### src/design/nta_pkg.sv
// ----------------------------------------------------------------------------
// nta_pkg
// Shared types and constants for the neighbor table with aging.
// ----------------------------------------------------------------------------
`default_nettype none

package nta_pkg;

    // Table geometry.
    localparam int ENTRIES = 16;
    localparam int IDX_W   = (ENTRIES > 1) ? $clog2(ENTRIES) : 1;
    localparam int CNT_W   = $clog2(ENTRIES + 1);

    // Reset value of the aging limit register.
    localparam logic [15:0] AGING_RESET = 16'd60;

    // Event codes carried in the func field.
    localparam logic FUNC_FRAME = 1'b0;
    localparam logic FUNC_TICK  = 1'b1;

    // Result status codes.
    localparam logic [2:0] ST_REFRESHED = 3'd0;
    localparam logic [2:0] ST_LEARNED   = 3'd1;
    localparam logic [2:0] ST_IGNORED   = 3'd2;
    localparam logic [2:0] ST_FULL      = 3'd3;
    localparam logic [2:0] ST_TICK      = 3'd4;

    // One input event.
    typedef struct packed {
        logic        func;
        logic [15:0] src_addr;
        logic [7:0]  frame_seqno;
        logic [7:0]  sender_id;
    } in_item_t;

    // One result.
    typedef struct packed {
        logic [2:0] status;
        logic [3:0] entry_index;
        logic [7:0] previous_seqno;
        logic [4:0] removed_count;
    } out_item_t;

    // Stored payload of one table slot.
    typedef struct packed {
        logic [15:0] address;
        logic [7:0]  stored_seqno;
        logic [15:0] countdown;
    } entry_t;

    // Control from the top level to the engine.
    typedef struct packed {
        logic start;
        logic out_free;
    } eng_ctrl_t;

    // Status from the engine to the top level.
    typedef struct packed {
        logic idle;
        logic done;
    } eng_stat_t;

endpackage

`default_nettype wire

### src/design/nta_engine.sv
// ----------------------------------------------------------------------------
// nta_engine
// Table memory and the scan sequencer that serves frames and aging ticks.
// ----------------------------------------------------------------------------
`default_nettype none

module nta_engine (
    input  wire                  aclk,
    input  wire                  aresetn,
    input  nta_pkg::eng_ctrl_t   ctrl,
    input  nta_pkg::in_item_t    item,
    input  wire [15:0]           aging_limit,
    output nta_pkg::eng_stat_t   stat,
    output nta_pkg::out_item_t   result
);
    import nta_pkg::*;

    typedef enum logic [1:0] {S_IDLE, S_SCAN, S_DONE} state_t;

    state_t             state_reg, state_next;
    in_item_t           item_reg, item_next;
    logic [CNT_W-1:0]   rd_ptr_reg, rd_ptr_next;
    logic               chk_vld_reg, chk_vld_next;
    logic [IDX_W-1:0]   chk_idx_reg, chk_idx_next;
    logic               free_found_reg, free_found_next;
    logic [IDX_W-1:0]   free_idx_reg, free_idx_next;
    logic [CNT_W-1:0]   removed_reg, removed_next;
    logic [ENTRIES-1:0] valid_reg, valid_next;
    out_item_t          res_reg, res_next;

    // Table memory: one write port, one registered read port.
    entry_t             mem [ENTRIES];
    entry_t             rdata_reg;
    logic               rd_en;
    logic [IDX_W-1:0]   rd_addr;
    logic               we;
    logic [IDX_W-1:0]   wa;
    entry_t             wd;

    logic               vbit;
    logic               last;

    always_ff @(posedge aclk) begin
        if (we) begin
            mem[wa] <= wd;
        end
        if (rd_en) begin
            rdata_reg <= mem[rd_addr];
        end
    end

    // Scan sequencer: reads one slot per cycle and checks the slot read
    // in the previous cycle, writing back any change at once.
    always_comb begin
        state_next      = state_reg;
        item_next       = item_reg;
        rd_ptr_next     = rd_ptr_reg;
        chk_vld_next    = chk_vld_reg;
        chk_idx_next    = chk_idx_reg;
        free_found_next = free_found_reg;
        free_idx_next   = free_idx_reg;
        removed_next    = removed_reg;
        valid_next      = valid_reg;
        res_next        = res_reg;
        rd_en           = 1'b0;
        rd_addr         = rd_ptr_reg[IDX_W-1:0];
        we              = 1'b0;
        wa              = chk_idx_reg;
        wd              = rdata_reg;
        vbit            = valid_reg[chk_idx_reg];
        last            = (chk_idx_reg == IDX_W'(ENTRIES - 1));
        stat.idle       = (state_reg == S_IDLE);
        stat.done       = 1'b0;

        case (state_reg)
            S_IDLE: begin
                if (ctrl.start) begin
                    item_next       = item;
                    rd_ptr_next     = '0;
                    chk_vld_next    = 1'b0;
                    free_found_next = 1'b0;
                    free_idx_next   = '0;
                    removed_next    = '0;
                    state_next      = S_SCAN;
                end
            end
            S_SCAN: begin
                // Issue the next read.
                if (rd_ptr_reg < CNT_W'(ENTRIES)) begin
                    rd_en        = 1'b1;
                    rd_ptr_next  = rd_ptr_reg + CNT_W'(1);
                    chk_vld_next = 1'b1;
                    chk_idx_next = rd_ptr_reg[IDX_W-1:0];
                end else begin
                    chk_vld_next = 1'b0;
                end

                // Check the slot that was read last cycle.
                if (chk_vld_reg) begin
                    if (item_reg.func == FUNC_TICK) begin
                        if (vbit) begin
                            if (rdata_reg.countdown <= 16'd1) begin
                                valid_next[chk_idx_reg] = 1'b0;
                                removed_next = removed_reg + CNT_W'(1);
                            end else begin
                                we = 1'b1;
                                wd.countdown = rdata_reg.countdown - 16'd1;
                            end
                        end
                        if (last) begin
                            res_next.status         = ST_TICK;
                            res_next.entry_index    = '0;
                            res_next.previous_seqno = '0;
                            res_next.removed_count  = 5'(removed_next);
                            state_next              = S_DONE;
                        end
                    end else if (vbit && rdata_reg.address == item_reg.src_addr) begin
                        // Known neighbor: refresh it.
                        we                      = 1'b1;
                        wd.address              = item_reg.src_addr;
                        wd.stored_seqno         = item_reg.frame_seqno;
                        wd.countdown            = aging_limit;
                        res_next.status         = ST_REFRESHED;
                        res_next.entry_index    = 4'(chk_idx_reg);
                        res_next.previous_seqno = rdata_reg.stored_seqno;
                        res_next.removed_count  = '0;
                        state_next              = S_DONE;
                    end else begin
                        // Remember the lowest free slot on the way.
                        if (!vbit && !free_found_reg) begin
                            free_found_next = 1'b1;
                            free_idx_next   = chk_idx_reg;
                        end
                        if (last) begin
                            res_next.entry_index    = '0;
                            res_next.previous_seqno = '0;
                            res_next.removed_count  = '0;
                            if (item_reg.sender_id == 8'd0) begin
                                res_next.status = ST_IGNORED;
                            end else if (free_found_next) begin
                                we                       = 1'b1;
                                wa                       = free_idx_next;
                                wd.address               = item_reg.src_addr;
                                wd.stored_seqno          = item_reg.frame_seqno;
                                wd.countdown             = aging_limit;
                                valid_next[free_idx_next] = 1'b1;
                                res_next.status          = ST_LEARNED;
                                res_next.entry_index     = 4'(free_idx_next);
                            end else begin
                                res_next.status = ST_FULL;
                            end
                            state_next = S_DONE;
                        end
                    end
                end
            end
            S_DONE: begin
                if (ctrl.out_free) begin
                    stat.done  = 1'b1;
                    state_next = S_IDLE;
                end
            end
            default: begin
                state_next = S_IDLE;
            end
        endcase
    end

    always_ff @(posedge aclk) begin
        if (!aresetn) begin
            state_reg   <= S_IDLE;
            valid_reg   <= '0;
            chk_vld_reg <= 1'b0;
        end else begin
            state_reg   <= state_next;
            valid_reg   <= valid_next;
            chk_vld_reg <= chk_vld_next;
        end
        item_reg       <= item_next;
        rd_ptr_reg     <= rd_ptr_next;
        chk_idx_reg    <= chk_idx_next;
        free_found_reg <= free_found_next;
        free_idx_reg   <= free_idx_next;
        removed_reg    <= removed_next;
        res_reg        <= res_next;
    end

    assign result    = res_reg;

    // A result leaves only into a free output register.
    a_done_free: assert property (@(posedge aclk) disable iff (!aresetn)
        stat.done |-> ctrl.out_free)
        else $error("engine finished while output register was occupied");

    // A started item always enters the scan.
    a_start_scan: assert property (@(posedge aclk) disable iff (!aresetn)
        (ctrl.start && state_reg == S_IDLE) |=> (state_reg == S_SCAN))
        else $error("started item did not enter the scan");

    // The write-back never hits the slot being read in the same cycle.
    a_no_rw_clash: assert property (@(posedge aclk) disable iff (!aresetn)
        (we && rd_en) |-> (wa != rd_addr))
        else $error("read and write to the same slot in one cycle");

    // An aging tick never adds entries to the table.
    a_tick_no_grow: assert property (@(posedge aclk) disable iff (!aresetn)
        (state_reg == S_SCAN && item_reg.func == FUNC_TICK)
        |=> ($countones(valid_reg) <= $countones($past(valid_reg))))
        else $error("aging tick increased the number of valid entries");

endmodule

`default_nettype wire

### src/design/neighbor_table_with_aging_unit.sv
// ----------------------------------------------------------------------------
// neighbor_table_with_aging_unit
// Neighbor table that learns frame senders and ages them out on ticks.
// ----------------------------------------------------------------------------
// Usage:
//   Events arrive on the s_ channel (valid/ready). A frame event looks up
//   its source address; a hit refreshes the slot, a miss learns the sender
//   into the lowest free slot unless its id is zero or the table is full.
//   A tick event decrements every live countdown and removes expired slots.
//   Each event yields exactly one result transfer on the m_ channel.
//   The user must write the aging limit through the cfg_ channel only while
//   the block is idle; the block itself does not enforce this. It resets to 60.
// Timing:
//   Every event scans the whole table through the table memory (one read
//   and one write port), one slot per cycle from a registered read port;
//   a hit ends the scan early at that slot.
//   A new event is taken once the previous one has moved into the output
//   register, so a stalled receiver holds at most one waiting result; the
//   next event then completes its scan and waits until that result leaves.
// Reset:
//   aresetn (synchronous, active low) empties the table at once; no
//   clearing pass is needed.
// ----------------------------------------------------------------------------
`default_nettype none

module neighbor_table_with_aging_unit (
    input  wire                 aclk,
    input  wire                 aresetn,
    // Event input.
    input  wire                 s_valid,
    output logic                s_ready,
    input  nta_pkg::in_item_t   s_data,
    // Result output.
    output logic                m_valid,
    input  wire                 m_ready,
    output nta_pkg::out_item_t  m_data,
    // Aging limit write.
    input  wire                 cfg_valid,
    output logic                cfg_ready,
    input  wire [15:0]          cfg_data
);
    import nta_pkg::*;

    logic [15:0] aging_limit_reg;
    logic        m_valid_reg;
    out_item_t   m_data_reg;
    eng_ctrl_t   ctrl;
    eng_stat_t   stat;
    out_item_t   eng_result;

    // Configuration register.
    assign cfg_ready = 1'b1;

    always_ff @(posedge aclk) begin
        if (!aresetn) begin
            aging_limit_reg <= AGING_RESET;
        end else if (cfg_valid && cfg_ready) begin
            aging_limit_reg <= cfg_data;
        end
    end

    // Engine handshakes.
    assign s_ready       = stat.idle;
    assign ctrl.start    = s_valid && s_ready;
    assign ctrl.out_free = !m_valid_reg || m_ready;

    nta_engine u_engine (
        .aclk        (aclk),
        .aresetn     (aresetn),
        .ctrl        (ctrl),
        .item        (s_data),
        .aging_limit (aging_limit_reg),
        .stat        (stat),
        .result      (eng_result)
    );

    // Output register holding one result until it is transferred.
    always_ff @(posedge aclk) begin
        if (!aresetn) begin
            m_valid_reg <= 1'b0;
        end else if (stat.done) begin
            m_valid_reg <= 1'b1;
        end else if (m_ready) begin
            m_valid_reg <= 1'b0;
        end
        if (stat.done) begin
            m_data_reg <= eng_result;
        end
    end

    assign m_valid = m_valid_reg;
    assign m_data  = m_data_reg;

endmodule

`default_nettype wire
### config.mk
export PLATFORM = sky130hd
export DESIGN_NAME = neighbor_table_with_aging_unit
export DESIGN_NICKNAME = d
export VERILOG_FILES = /design/src/design/nta_pkg.sv /design/src/design/nta_engine.sv /design/src/design/neighbor_table_with_aging_unit.sv
export SDC_FILE = /design/constraint.sdc
export NUM_CORES = 1
export LEC_CHECK = 0
export BUFFER_PORTS_ARGS = -buffer_cell sky130_fd_sc_hd__clkbuf_2
export CAP_MARGIN = 20
export CORE_ASPECT_RATIO = 1.4
export CORE_UTILIZATION = 65
export DETAILED_ROUTE_END_ITERATION = 7
export PLACE_DENSITY_LB_ADDON = 0.15
export SLEW_MARGIN = 20
export SYNTH_ARGS = -nofsm -noshare
export SYNTH_HDL_FRONTEND = slang
export SYNTH_SLANG_ARGS = --single-unit
### constraint.sdc
create_clock -name aclk -period 6.55 [get_ports aclk]
set_clock_uncertainty 0.15 [all_clocks]
set_input_delay 1.31 -clock aclk [delete_from_list [all_inputs] [get_ports aclk]]
set_output_delay 1.31 -clock aclk [all_outputs]
set_load 0.01 [all_outputs]
==> results.json, run 1 <==
{
  "synth_top_family_by_area": "multiplexers",
  "finalWorstPathRequiredPeriod_ns": 4.85,
  "cap_violations": 0,
  "cts_buffers": 73,
  "synth_compound_area_frac": 0.0272,
  "r2r_setup_slack_ns": 1.70,
  "cp.arrival_ns": 5.00,
  "cpMostUsedCell": "buf_4",
  "synth_area_leader_cell": "edfxtp_1",
  "die_width_um": 189,
  "hold_path_end": "m_data[14]",
  "die_area_sq_um": 49700,
  "async_flop_share": 0,
  "grt_pass1_wl_um": 106000,
  "start_util": 0.660,
  "synth.distinct_cells": 69,
  "worst_pin_slew_ns": 1.12,
  "wl_um": 72300,
  "syn_area_sq_um": 31700,
  "fin_crit_sh": 0.741,
  "slowest_stage": "nor2_4",
  "setup_violations": 0,
  "synthAdderAreaFrac": 0.00158,
  "critPathMaxStageDelay_ns": 0.86,
  "power_density_nw_per_um2": 303,
  "final_cell_area_sq_um": 35400,
  "grt_max_degree": 164,
  "final_common_cell": "edfxtp_1",
  "ys_top_cells_by_area": "edfxtp_1 (73%), mux4_2 (14%), dfxtp_1 (2.3%)",
  "place_area_sq_um": 33000,
  "path_cells": "nor2b_1, a2111oi_0, or3_1, a21oi_1, buf_4, o41ai_2, nand3_1, nor2_4, buf_4",
  "largest_register_ff_count": 640,
  "cts_setup_buffers": 0,
  "synthToLayoutAreaGrowth_pct": 11.5,
  "grt_setup_unrepaired": "false",
  "gp_congestion": 0.902,
  "yosysWarningCount": 0,
  "slew_headroom": 0.250,
  "drt_iter0_markers": 1652,
  "antenna_found_initial": 0,
  "dp_hpwl_um": 40200,
  "hold_viol_final": 0,
  "r2r-start": "u_engine.chk_idx_reg[3]",
  "fillers": 2715,
  "crit_fanout": 19,
  "synth_xor_area_frac": 0.00635,
  "internal-power_w": 0.00841,
  "status": "complete, no violations",
  "min_from": "u_engine.result[14]",
  "root_buffer": "clkbuf_16",
  "dp_cells": 2184,
  "switchingPower_w": 0.00232,
  "cts_hold_buf": 0,
  "core_area_sq_um": 48000,
  "worst_slack_ns": 1.70,
  "vias": 15700,
  "grt_usage": 0.301,
  "vias_per_cell": 6.76,
  "cts_tree": "done",
  "synthCells": 1525,
  "clock_latency_ns": 0.63,
  "portBuffers": 75,
  "synth-edff-count": 772,
  "ir_drop_mv": 0.312,
  "yosys.area_share.simple": 0.0370,
  "dp_slack_ns": 1.53,
  "wire_per_inst_um": 31.2,
  "nets": 1692,
  "fp.dieH_um": 263,
  "p_comb_frac": 0.072,
  "rr_endpoint": "u_engine.mem[8][3]",
  "synth_nets": 1583,
  "syn_avg_cell_area_sq_um": 20.8,
  "totalPowerFinal_w": 0.0107,
  "p_clk_frac": 0.384,
  "swShare": 0.216,
  "worstSetupPathType": "reg2reg",
  "grt_pass1_vias": 16200,
  "drc": 0,
  "setup_tns_ns": 0,
  "slew_viol_final": 0,
  "grt_overflow": 0,
  "leakage_nw": 11.2,
  "cts_resized": 0,
  "mostFrequentLayoutCells": "edfxtp_1 (772), mux4_2 (201), clkbuf_16 (75), clkbuf_2 (75), nand2_1 (54)",
  "start_kind": "flip-flop",
  "hold_path.class": "reg2reg",
  "cts.sinks": 808,
  "antenna_cells": 0,
  "stdcell_count": 2319,
  "rr_worst_depth": 9,
  "io_pins": 77,
  "hold_depth": 0,
  "synthFlopType": "edfxtp_1",
  "synthMuxAreaShare": 0.163,
  "drive_gt1_frac": 0.278,
  "power_frac_seq": 0.544,
  "rows": 95,
  "seq_area_frac_synth": 0.754,
  "cp.required_ns": 6.69,
  "ant_nets": 0,
  "drtPass1Iterations": 8,
  "max_freq_mhz": 206,
  "max-clock-path-buffers": 3,
  "cts_max_level": 3,
  "ys_seq_elements": 808,
  "critPathCaptureType": "flip-flop",
  "synth_top_area_share": 0.731,
  "clk_pin_slew_ns": 0.07
}
==> layout make-up <==
cell class                 instances  area (sq um)  share of cell area
multi-input combinational        629          7600               0.215
clock inverter                    42           349             0.00987
clock buffer                      88          1930              0.0545
sequential                       808         23900               0.676
inverter                           8          30.0            0.000849
timing repair buffer             114           766              0.0217
tap                              630           788              0.0223
==> kinds of logic (layout without fill, tap and decap cells) <==
logic type	Yosys count	in the layout
xor+xnor	23	23
other cells	1	1
buf+inv	88	252
mux	260	260
fa+ha+maj	4	4
compound gates	108	108
simple gates	233	233
flops	808	808
==> synthesized netlist by cell type, drive strengths merged, types with 4 or more instances <==
cell    count
dfxtp      36
mux2       29
nand2      54
nor4       10
o41ai       5
xor2       21
nand4      12
o21ai      17
nor2b      21
buf        25
nand2b     10
and3        6
a21oi      10
nand3      17
edfxtp    772
mux4      201
a31o       16
ha          4
nor2       61
inv         8
or3         7
a22oi       8
nor3        9
a22o        4
clkbuf     55
and2       15
o211ai      4
a31oi      19
mux2i      30
==> power by group through the flow <==
stage / Clock [W] / Sequential [W] / Combinational, W
after detailed placement: 0 / 0.00595 / 0.000755
final: 0.00412 / 0.00584 / 0.000768
after floorplan: 0 / 0.00591 / 0.000551
after global routing: 0.00435 / 0.00584 / 0.000814
after CTS: 0.00416 / 0.00584 / 0.000765
after global placement: 0 / 0.00595 / 0.000741
==> critical path: cells and delay by family (launching register included) <==
kind	cells	cell delay (ns)
AND/OR/NAND/NOR	4	1.86
flip-flops	1	0.78
buffers and inverters	2	0.61
AO/OA/AOI/OAI	3	1.10
==> layer usage <==
metal	global-route usage	up-vias	share of wire
met4	0.137	0	0.042
met1	0.385	8157	0.36
li1	-	6526	-
met5	0	-	0
met3	0.0465	174	0.069
met2	0.513	816	0.53
==> metrics by stage <==
step	utilization	hold slack, ns
floorplan	-	0.250
global placement	0.687	0.252
detailed placement	0.687	0.256
CTS	0.734	0.273
global route	0.736	0.279
finish	0.736	0.271
==> worst max path at each step <==
stage	slack (ns)	to	from	depth (start not counted)
floorplan	2.09	u_engine.mem[0][0]	u_engine.chk_idx_reg[3]	9
global placement	1.67	u_engine.mem[0][6]	u_engine.chk_idx_reg[3]	9
detailed placement	1.53	u_engine.mem[0][6]	u_engine.chk_idx_reg[3]	9
CTS	1.52	u_engine.mem[4][27]	u_engine.chk_idx_reg[3]	9
global route	1.50	u_engine.mem[8][32]	u_engine.chk_idx_reg[3]	9
finish	1.70	u_engine.mem[8][3]	u_engine.chk_idx_reg[3]	9
Power figures use the tool's default switching activity.
==> inputs of run 2 (changes only) <==
--- a/config.mk
+++ b/config.mk
@@ -5,10 +5,11 @@
 export SDC_FILE = /design/constraint.sdc
 export NUM_CORES = 1
 export LEC_CHECK = 0
+export ABC_AREA = 1
 export BUFFER_PORTS_ARGS = -buffer_cell sky130_fd_sc_hd__clkbuf_2
 export CAP_MARGIN = 20
 export CORE_ASPECT_RATIO = 1.4
-export CORE_UTILIZATION = 65
+export CORE_UTILIZATION = 56
 export DETAILED_ROUTE_END_ITERATION = 7
 export PLACE_DENSITY_LB_ADDON = 0.15
 export SLEW_MARGIN = 20
==> constraint.sdc (replaced) <==
create_clock -name aclk -period 4.1 [get_ports aclk]
set_clock_uncertainty 0.15 [all_clocks]
set_input_delay 0.82 -clock aclk [delete_from_list [all_inputs] [get_ports aclk]]
set_output_delay 0.82 -clock aclk [all_outputs]
set_load 0.01 [all_outputs]
==> results.json, run 2 <==
{
  "status": "complete, no violations",
  "worst_pin_slew_ns": 1.06,
  "power_density_nw_per_um2": 493,
  "dp_slack_ns": 0.430,
  "p_comb_frac": 0.086,
  "grt_pass1_vias": 20600,
  "vias_per_cell": 6.01,
  "fp.dieH_um": 288,
  "grt_overflow": 0,
  "worstSetupPathType": "reg2reg",
  "cp.required_ns": 4.22,
  "io_pins": 77,
  "grt_setup_unrepaired": "false",
  "nets": 2711,
  "yosysMostFrequentCell": "edfxtp_1",
  "final_common_cell": "edfxtp_1",
  "rows": 104,
  "async_flop_share": 0,
  "cts_buffers": 76,
  "antenna_found_initial": 2,
  "switchingPower_w": 0.00420,
  "core_area_sq_um": 57500,
  "vias": 20800,
  "cts_max_level": 3,
  "mostFrequentLayoutCells": "edfxtp_1 (772), nor2_1 (477), nand2_1 (315), o21ai_0 (210), nand3_1 (139)",
  "cp.arrival_ns": 3.84,
  "synth_area_leader_cell": "edfxtp_1",
  "gp_congestion": 0.902,
  "die_area_sq_um": 59300,
  "ir_drop_mv": 0.352,
  "syn_area_sq_um": 32600,
  "syn_avg_cell_area_sq_um": 12.6,
  "die_width_um": 206,
  "start_util": 0.568,
  "synthFlopType": "edfxtp_1",
  "ant_nets": 0,
  "grt_max_degree": 173,
  "yosysWarningCount": 0,
  "drive_gt1_frac": 0.108,
  "synthToLayoutAreaGrowth_pct": 13.0,
  "slew_headroom": 0.292,
  "synth_common_cells": "edfxtp_1 (772), nor2_1 (497), nand2_1 (315)",
  "largest_register_ff_count": 640,
  "slowest_stage": "edfxtp_1",
  "grt_usage": 0.270,
  "synth_top_area_share": 0.710,
  "crit_fanout": 17,
  "seq_area_frac_synth": 0.732,
  "fin_crit_sh": 0.906,
  "grt_pass1_wl_um": 119000,
  "wl_um": 78800,
  "dp_hpwl_um": 45500,
  "clk_pin_slew_ns": 0.06,
  "synthCells": 2584,
  "setup_violations": 0,
  "finalWorstPathRequiredPeriod_ns": 3.71,
  "clock_latency_ns": 0.62,
  "leakage_nw": 12.5,
  "worst_slack_ns": 0.387,
  "cp_num_buf_inv": 3,
  "antenna_cells": 0,
  "cap_violations": 0,
  "start_kind": "flip-flop",
  "synth-edff-count": 772,
  "hold_viol_final": 0,
  "swShare": 0.231,
  "cts_resized": 0,
  "cpMostUsedCell": "nand2_1",
  "drt_iter0_markers": 2223,
  "setup_tns_ns": 0,
  "critPathCaptureType": "flip-flop",
  "hold_path.class": "in2reg",
  "p_clk_frac": 0.400,
  "drc": 0,
  "synth_nets": 2642,
  "wire_per_inst_um": 22.8,
  "drtPass1Iterations": 6,
  "ys_top_cells_by_area": "edfxtp_1 (71%), nor2_1 (5.7%), nand2_1 (3.6%)",
  "cts_hold_buf": 0,
  "critPathMaxStageDelay_ns": 0.53,
  "cts_tree": "done",
  "max_freq_mhz": 269,
  "fin_hold_ws_ns": 0.219,
  "root_buffer": "clkbuf_16",
  "max-clock-path-buffers": 3,
  "internal-power_w": 0.0140,
  "portBuffers": 75,
  "slew_viol_final": 0,
  "power_frac_seq": 0.514,
  "cts_setup_buffers": 0,
  "ys_seq_elements": 808,
  "path_cells": "inv_2, nand2_1, nand2_1, nand2_1, nand2_1, nand2_1, nand2_1, inv_2, nand2_2, a21oi_1, nand2_1, o21ai_1, nor2_2, nand2_1, nor2_4, buf_4",
  "cp_top_family": "simple AND/OR/NAND/NOR gates",
  "cts.sinks": 808,
  "synth.distinct_cells": 41
}
-- run 2: layout make-up --
type	instances	area, sq um
Clock inverter	46	583
Multi-Input combinational cell	1524	7890
Tap cell	742	928
Inverter	102	390
Timing Repair Buffer	141	1200
Fill cell	4235	20600
Clock buffer	91	1980
Sequential cell	808	23900
-- run 2: through the flow --
stage                util  instance area, sq um  std cells  total power (W)
floorplan               -                 32600       2584           0.0105
global placement    0.596                 34300       3317           0.0110
detailed placement  0.596                 34300       3317           0.0111
CTS                 0.641                 36900       3454           0.0183
global route        0.641                 36900       3454           0.0187
finish              0.641                 36900       3454           0.0182
-- run 2: worst register-to-register path: cells and delay by family, from the launching register on --
family,cells,cell delay (ns)
and+or+nand+nor,11,1.64
buffers and inverters,3,0.64
AOI/OAI and AO/OA,2,0.41
DFF,1,0.53
-- run 2: routing by layer --
| metal | vias up | share of wire | global-route usage |
|---|---|---|---|
| met5 | - | 0 | 0 |
| met4 | 0 | 0.036 | 0.118 |
| met3 | 165 | 0.060 | 0.0381 |
| met2 | 797 | 0.51 | 0.464 |
| met1 | 10300 | 0.39 | 0.342 |
| li1 | 9552 | - | - |
-- run 2: logic make-up after synthesis --
group           after synthesis  share of synthesized area
compound gates              459                     0.0907
xor+xnor                     21                    0.00564
fa+ha+maj                     4                    0.00153
buf+inv                     252                     0.0304
flops                       808                      0.732
mux                          62                     0.0191
other cells                   1                   0.000115
simple gates                977                      0.120
-- run 2: power groups by stage --
stage | clock network [W] | registers, W | logic [W]
2_1_floorplan | 0 | 0.00948 | 0.00105
3_3_place_gp | 0 | 0.00952 | 0.00152
3_5_place_dp | 0 | 0.00952 | 0.00156
4_1_cts | 0.00738 | 0.00934 | 0.00157
5_1_grt | 0.00767 | 0.00935 | 0.00172
6_report | 0.00728 | 0.00934 | 0.00157
-- run 2: path summary, 6_finish.rpt --
path | startpoint | end | slack (ns) | cells past startpoint
max | u_engine.chk_idx_reg[0] | u_engine.mem[8][35] | 0.39 | 16
min reg2reg | u_engine.result[0] | m_data[0] | 0.27 | 0
min | s_data[29] | u_engine.item_reg[29] | 0.22 | 1
max reg2reg | u_engine.chk_idx_reg[0] | u_engine.mem[8][35] | 0.39 | 16
==> inputs of run 3 (changes only) <==
--- a/config.mk
+++ b/config.mk
@@ -6,7 +6,7 @@
 export NUM_CORES = 1
 export LEC_CHECK = 0
 export ABC_AREA = 1
-export BUFFER_PORTS_ARGS = -buffer_cell sky130_fd_sc_hd__clkbuf_2
+export BUFFER_PORTS_ARGS = -buffer_cell sky130_fd_sc_hd__buf_2
 export CAP_MARGIN = 20
 export CORE_ASPECT_RATIO = 1.4
 export CORE_UTILIZATION = 56
==> constraint.sdc (replaced) <==
create_clock -name aclk -period 3.3 [get_ports aclk]
set_clock_uncertainty 0.15 [all_clocks]
set_input_delay 0.66 -clock aclk [delete_from_list [all_inputs] [get_ports aclk]]
set_output_delay 0.66 -clock aclk [all_outputs]
set_load 0.01 [all_outputs]
==> results.json, run 3 (synthesized netlist as in run 2, its figures left out) <==
{
  "clock_latency_ns": 0.62,
  "power_density_nw_per_um2": 599,
  "cp_num_buf_inv": 4,
  "critPathMaxStageDelay_ns": 0.42,
  "power_frac_seq": 0.511,
  "fin_crit_sh": 0.916,
  "core_area_sq_um": 57500,
  "drc": 0,
  "worst_pin_slew_ns": 0.793,
  "drive_gt1_frac": 0.131,
  "gp_congestion": 0.937,
  "synthToLayoutAreaGrowth_pct": 16.1,
  "rr_endpoint": "u_engine.mem[13][23]",
  "grt_usage": 0.284,
  "hold_path_end": "u_engine.item_reg[16]",
  "grt_pass1_wl_um": 124000,
  "slew_headroom": 0.470,
  "slowest_stage": "edfxtp_1",
  "r2r-start": "u_engine.item_reg[28]",
  "cp_top_family": "simple AND/OR/NAND/NOR gates",
  "io_pins": 77,
  "crit_fanout": 13,
  "r2r_setup_slack_ns": 0.28,
  "grt_pass1_vias": 20800,
  "drtPass1Iterations": 6,
  "largest_register_ff_count": 640,
  "p_clk_frac": 0.389,
  "portBuffers": 75,
  "max-clock-path-buffers": 3,
  "worst_slack_ns": 0.278,
  "rows": 104,
  "grt_max_degree": 106,
  "status": "complete, no violations",
  "fp.dieH_um": 288,
  "vias_per_cell": 6.00,
  "start_util": 0.568,
  "hold_path.class": "in2reg",
  "dp_slack_ns": 0.190,
  "cp.required_ns": 3.44,
  "dp_hpwl_um": 52300,
  "ir_drop_mv": 0.465,
  "root_buffer": "clkbuf_16",
  "cts_buffers": 75,
  "cpMostUsedCell": "nand2_1",
  "cap_violations": 0,
  "leakage_nw": 13.0,
  "antenna_cells": 0,
  "slew_viol_final": 0,
  "internal-power_w": 0.0174,
  "ant_nets": 0,
  "totalPowerFinal_w": 0.0227,
  "final_common_cell": "edfxtp_1",
  "die_area_sq_um": 59300,
  "cts.sinks": 808,
  "cts_setup_buffers": 0,
  "rr_worst_depth": 16,
  "drt_iter0_markers": 2303,
  "cp.arrival_ns": 3.17,
  "start_kind": "flip-flop",
  "worstSetupPathType": "reg2reg",
  "setup_violations": 0,
  "switchingPower_w": 0.00533,
  "antenna_found_initial": 1,
  "finalWorstPathRequiredPeriod_ns": 3.02,
  "clk_pin_slew_ns": 0.06,
  "mostFrequentLayoutCells": "edfxtp_1 (772), nor2_1 (477), nand2_1 (313), o21ai_0 (210), nand3_1 (139)",
  "critPathLaunch": "u_engine.item_reg[28]",
  "hold_depth": 1,
  "nets": 2785,
  "cts_max_level": 3,
  "cts_tree": "done",
  "min_from": "s_data[16]",
  "hold_viol_final": 0,
  "wl_um": 82500,
  "max_freq_mhz": 331,
  "vias": 21200,
  "fillers": 4179,
  "grt_overflow": 0,
  "wire_per_inst_um": 23.4,
  "path_cells": "inv_1, nand2_1, nand2_1, nand2_1, nor2_1, nand2_1, nor2_1, buf_4, a21oi_2, nand2_1, o21ai_1, nor2_2, nand2_1, buf_4, nor2_4, buf_4",
  "p_comb_frac": 0.100,
  "critPathCaptureType": "flip-flop",
  "grt_setup_unrepaired": "false",
  "swShare": 0.235,
  "die_width_um": 206
}
-- run 3: per-layer routing --
metal | track usage | vias up | share of wire | routed length (um)
met1 | 0.352 | 10400 | 0.38 | 31400
met2 | 0.497 | 889 | 0.52 | 42800
met4 | 0.123 | 0 | 0.041 | 3420
li1 | - | 9710 | - | -
met5 | 0 | - | 0 | 0
met3 | 0.0357 | 184 | 0.059 | 4880
-- run 3: worst max path at each step --
stage | to | slack, ns | cells after the start
5_1_grt | u_engine.mem[10][12] | 0.03 | 17
4_1_cts | u_engine.mem[12][11] | 0.18 | 15
3_3_place_gp | u_engine.mem[12][22] | 0.24 | 17
2_1_floorplan | u_engine.mem[0][0] | -0.14 | 16
6_report | u_engine.mem[13][23] | 0.28 | 16
3_5_place_dp | u_engine.mem[12][23] | 0.19 | 17
-- run 3: cell type report --
type,count,area [sq um],area share
clock buffers,98,2060,0.0543
clock inverters,38,437,0.0115
inverters,102,390,0.0103
multi-input cells,1524,7890,0.208
flip-flops and latches,808,23900,0.631
well taps,742,928,0.0245
repair buffers,216,2300,0.0606
-- run 3: per-stage QoR --
step / hold WS, ns / setup TNS (ns) / area, sq um / cells / util
after detailed placement: 0.255 / 0 / 35400 / 3392 / 0.616
after floorplan: 0.250 / -89.20 / 32700 / 2584 / -
after global routing: 0.0505 / 0 / 37900 / 3528 / 0.659
after CTS: 0.0383 / 0 / 37900 / 3528 / 0.659
final: 0.0625 / 0 / 37900 / 3528 / 0.659
after global placement: 0.253 / 0 / 35400 / 3392 / 0.616
-- run 3: power by group through the flow --
stage	combinational [W]	sequential, W	clock, W
after detailed placement	0.00225	0.0118	0
final	0.00228	0.0116	0.00882
after global placement	0.00222	0.0118	0
after global routing	0.00246	0.0116	0.00931
after CTS	0.00227	0.0116	0.00895
after floorplan	0.00131	0.0118	0
-- run 3: repair_timing --
action | CTS | global route
setup endpoints to repair | 0 | 342
resized for setup | 0 | 3
hold buffers | 0 | 0
hold endpoints to repair | 0 | 0
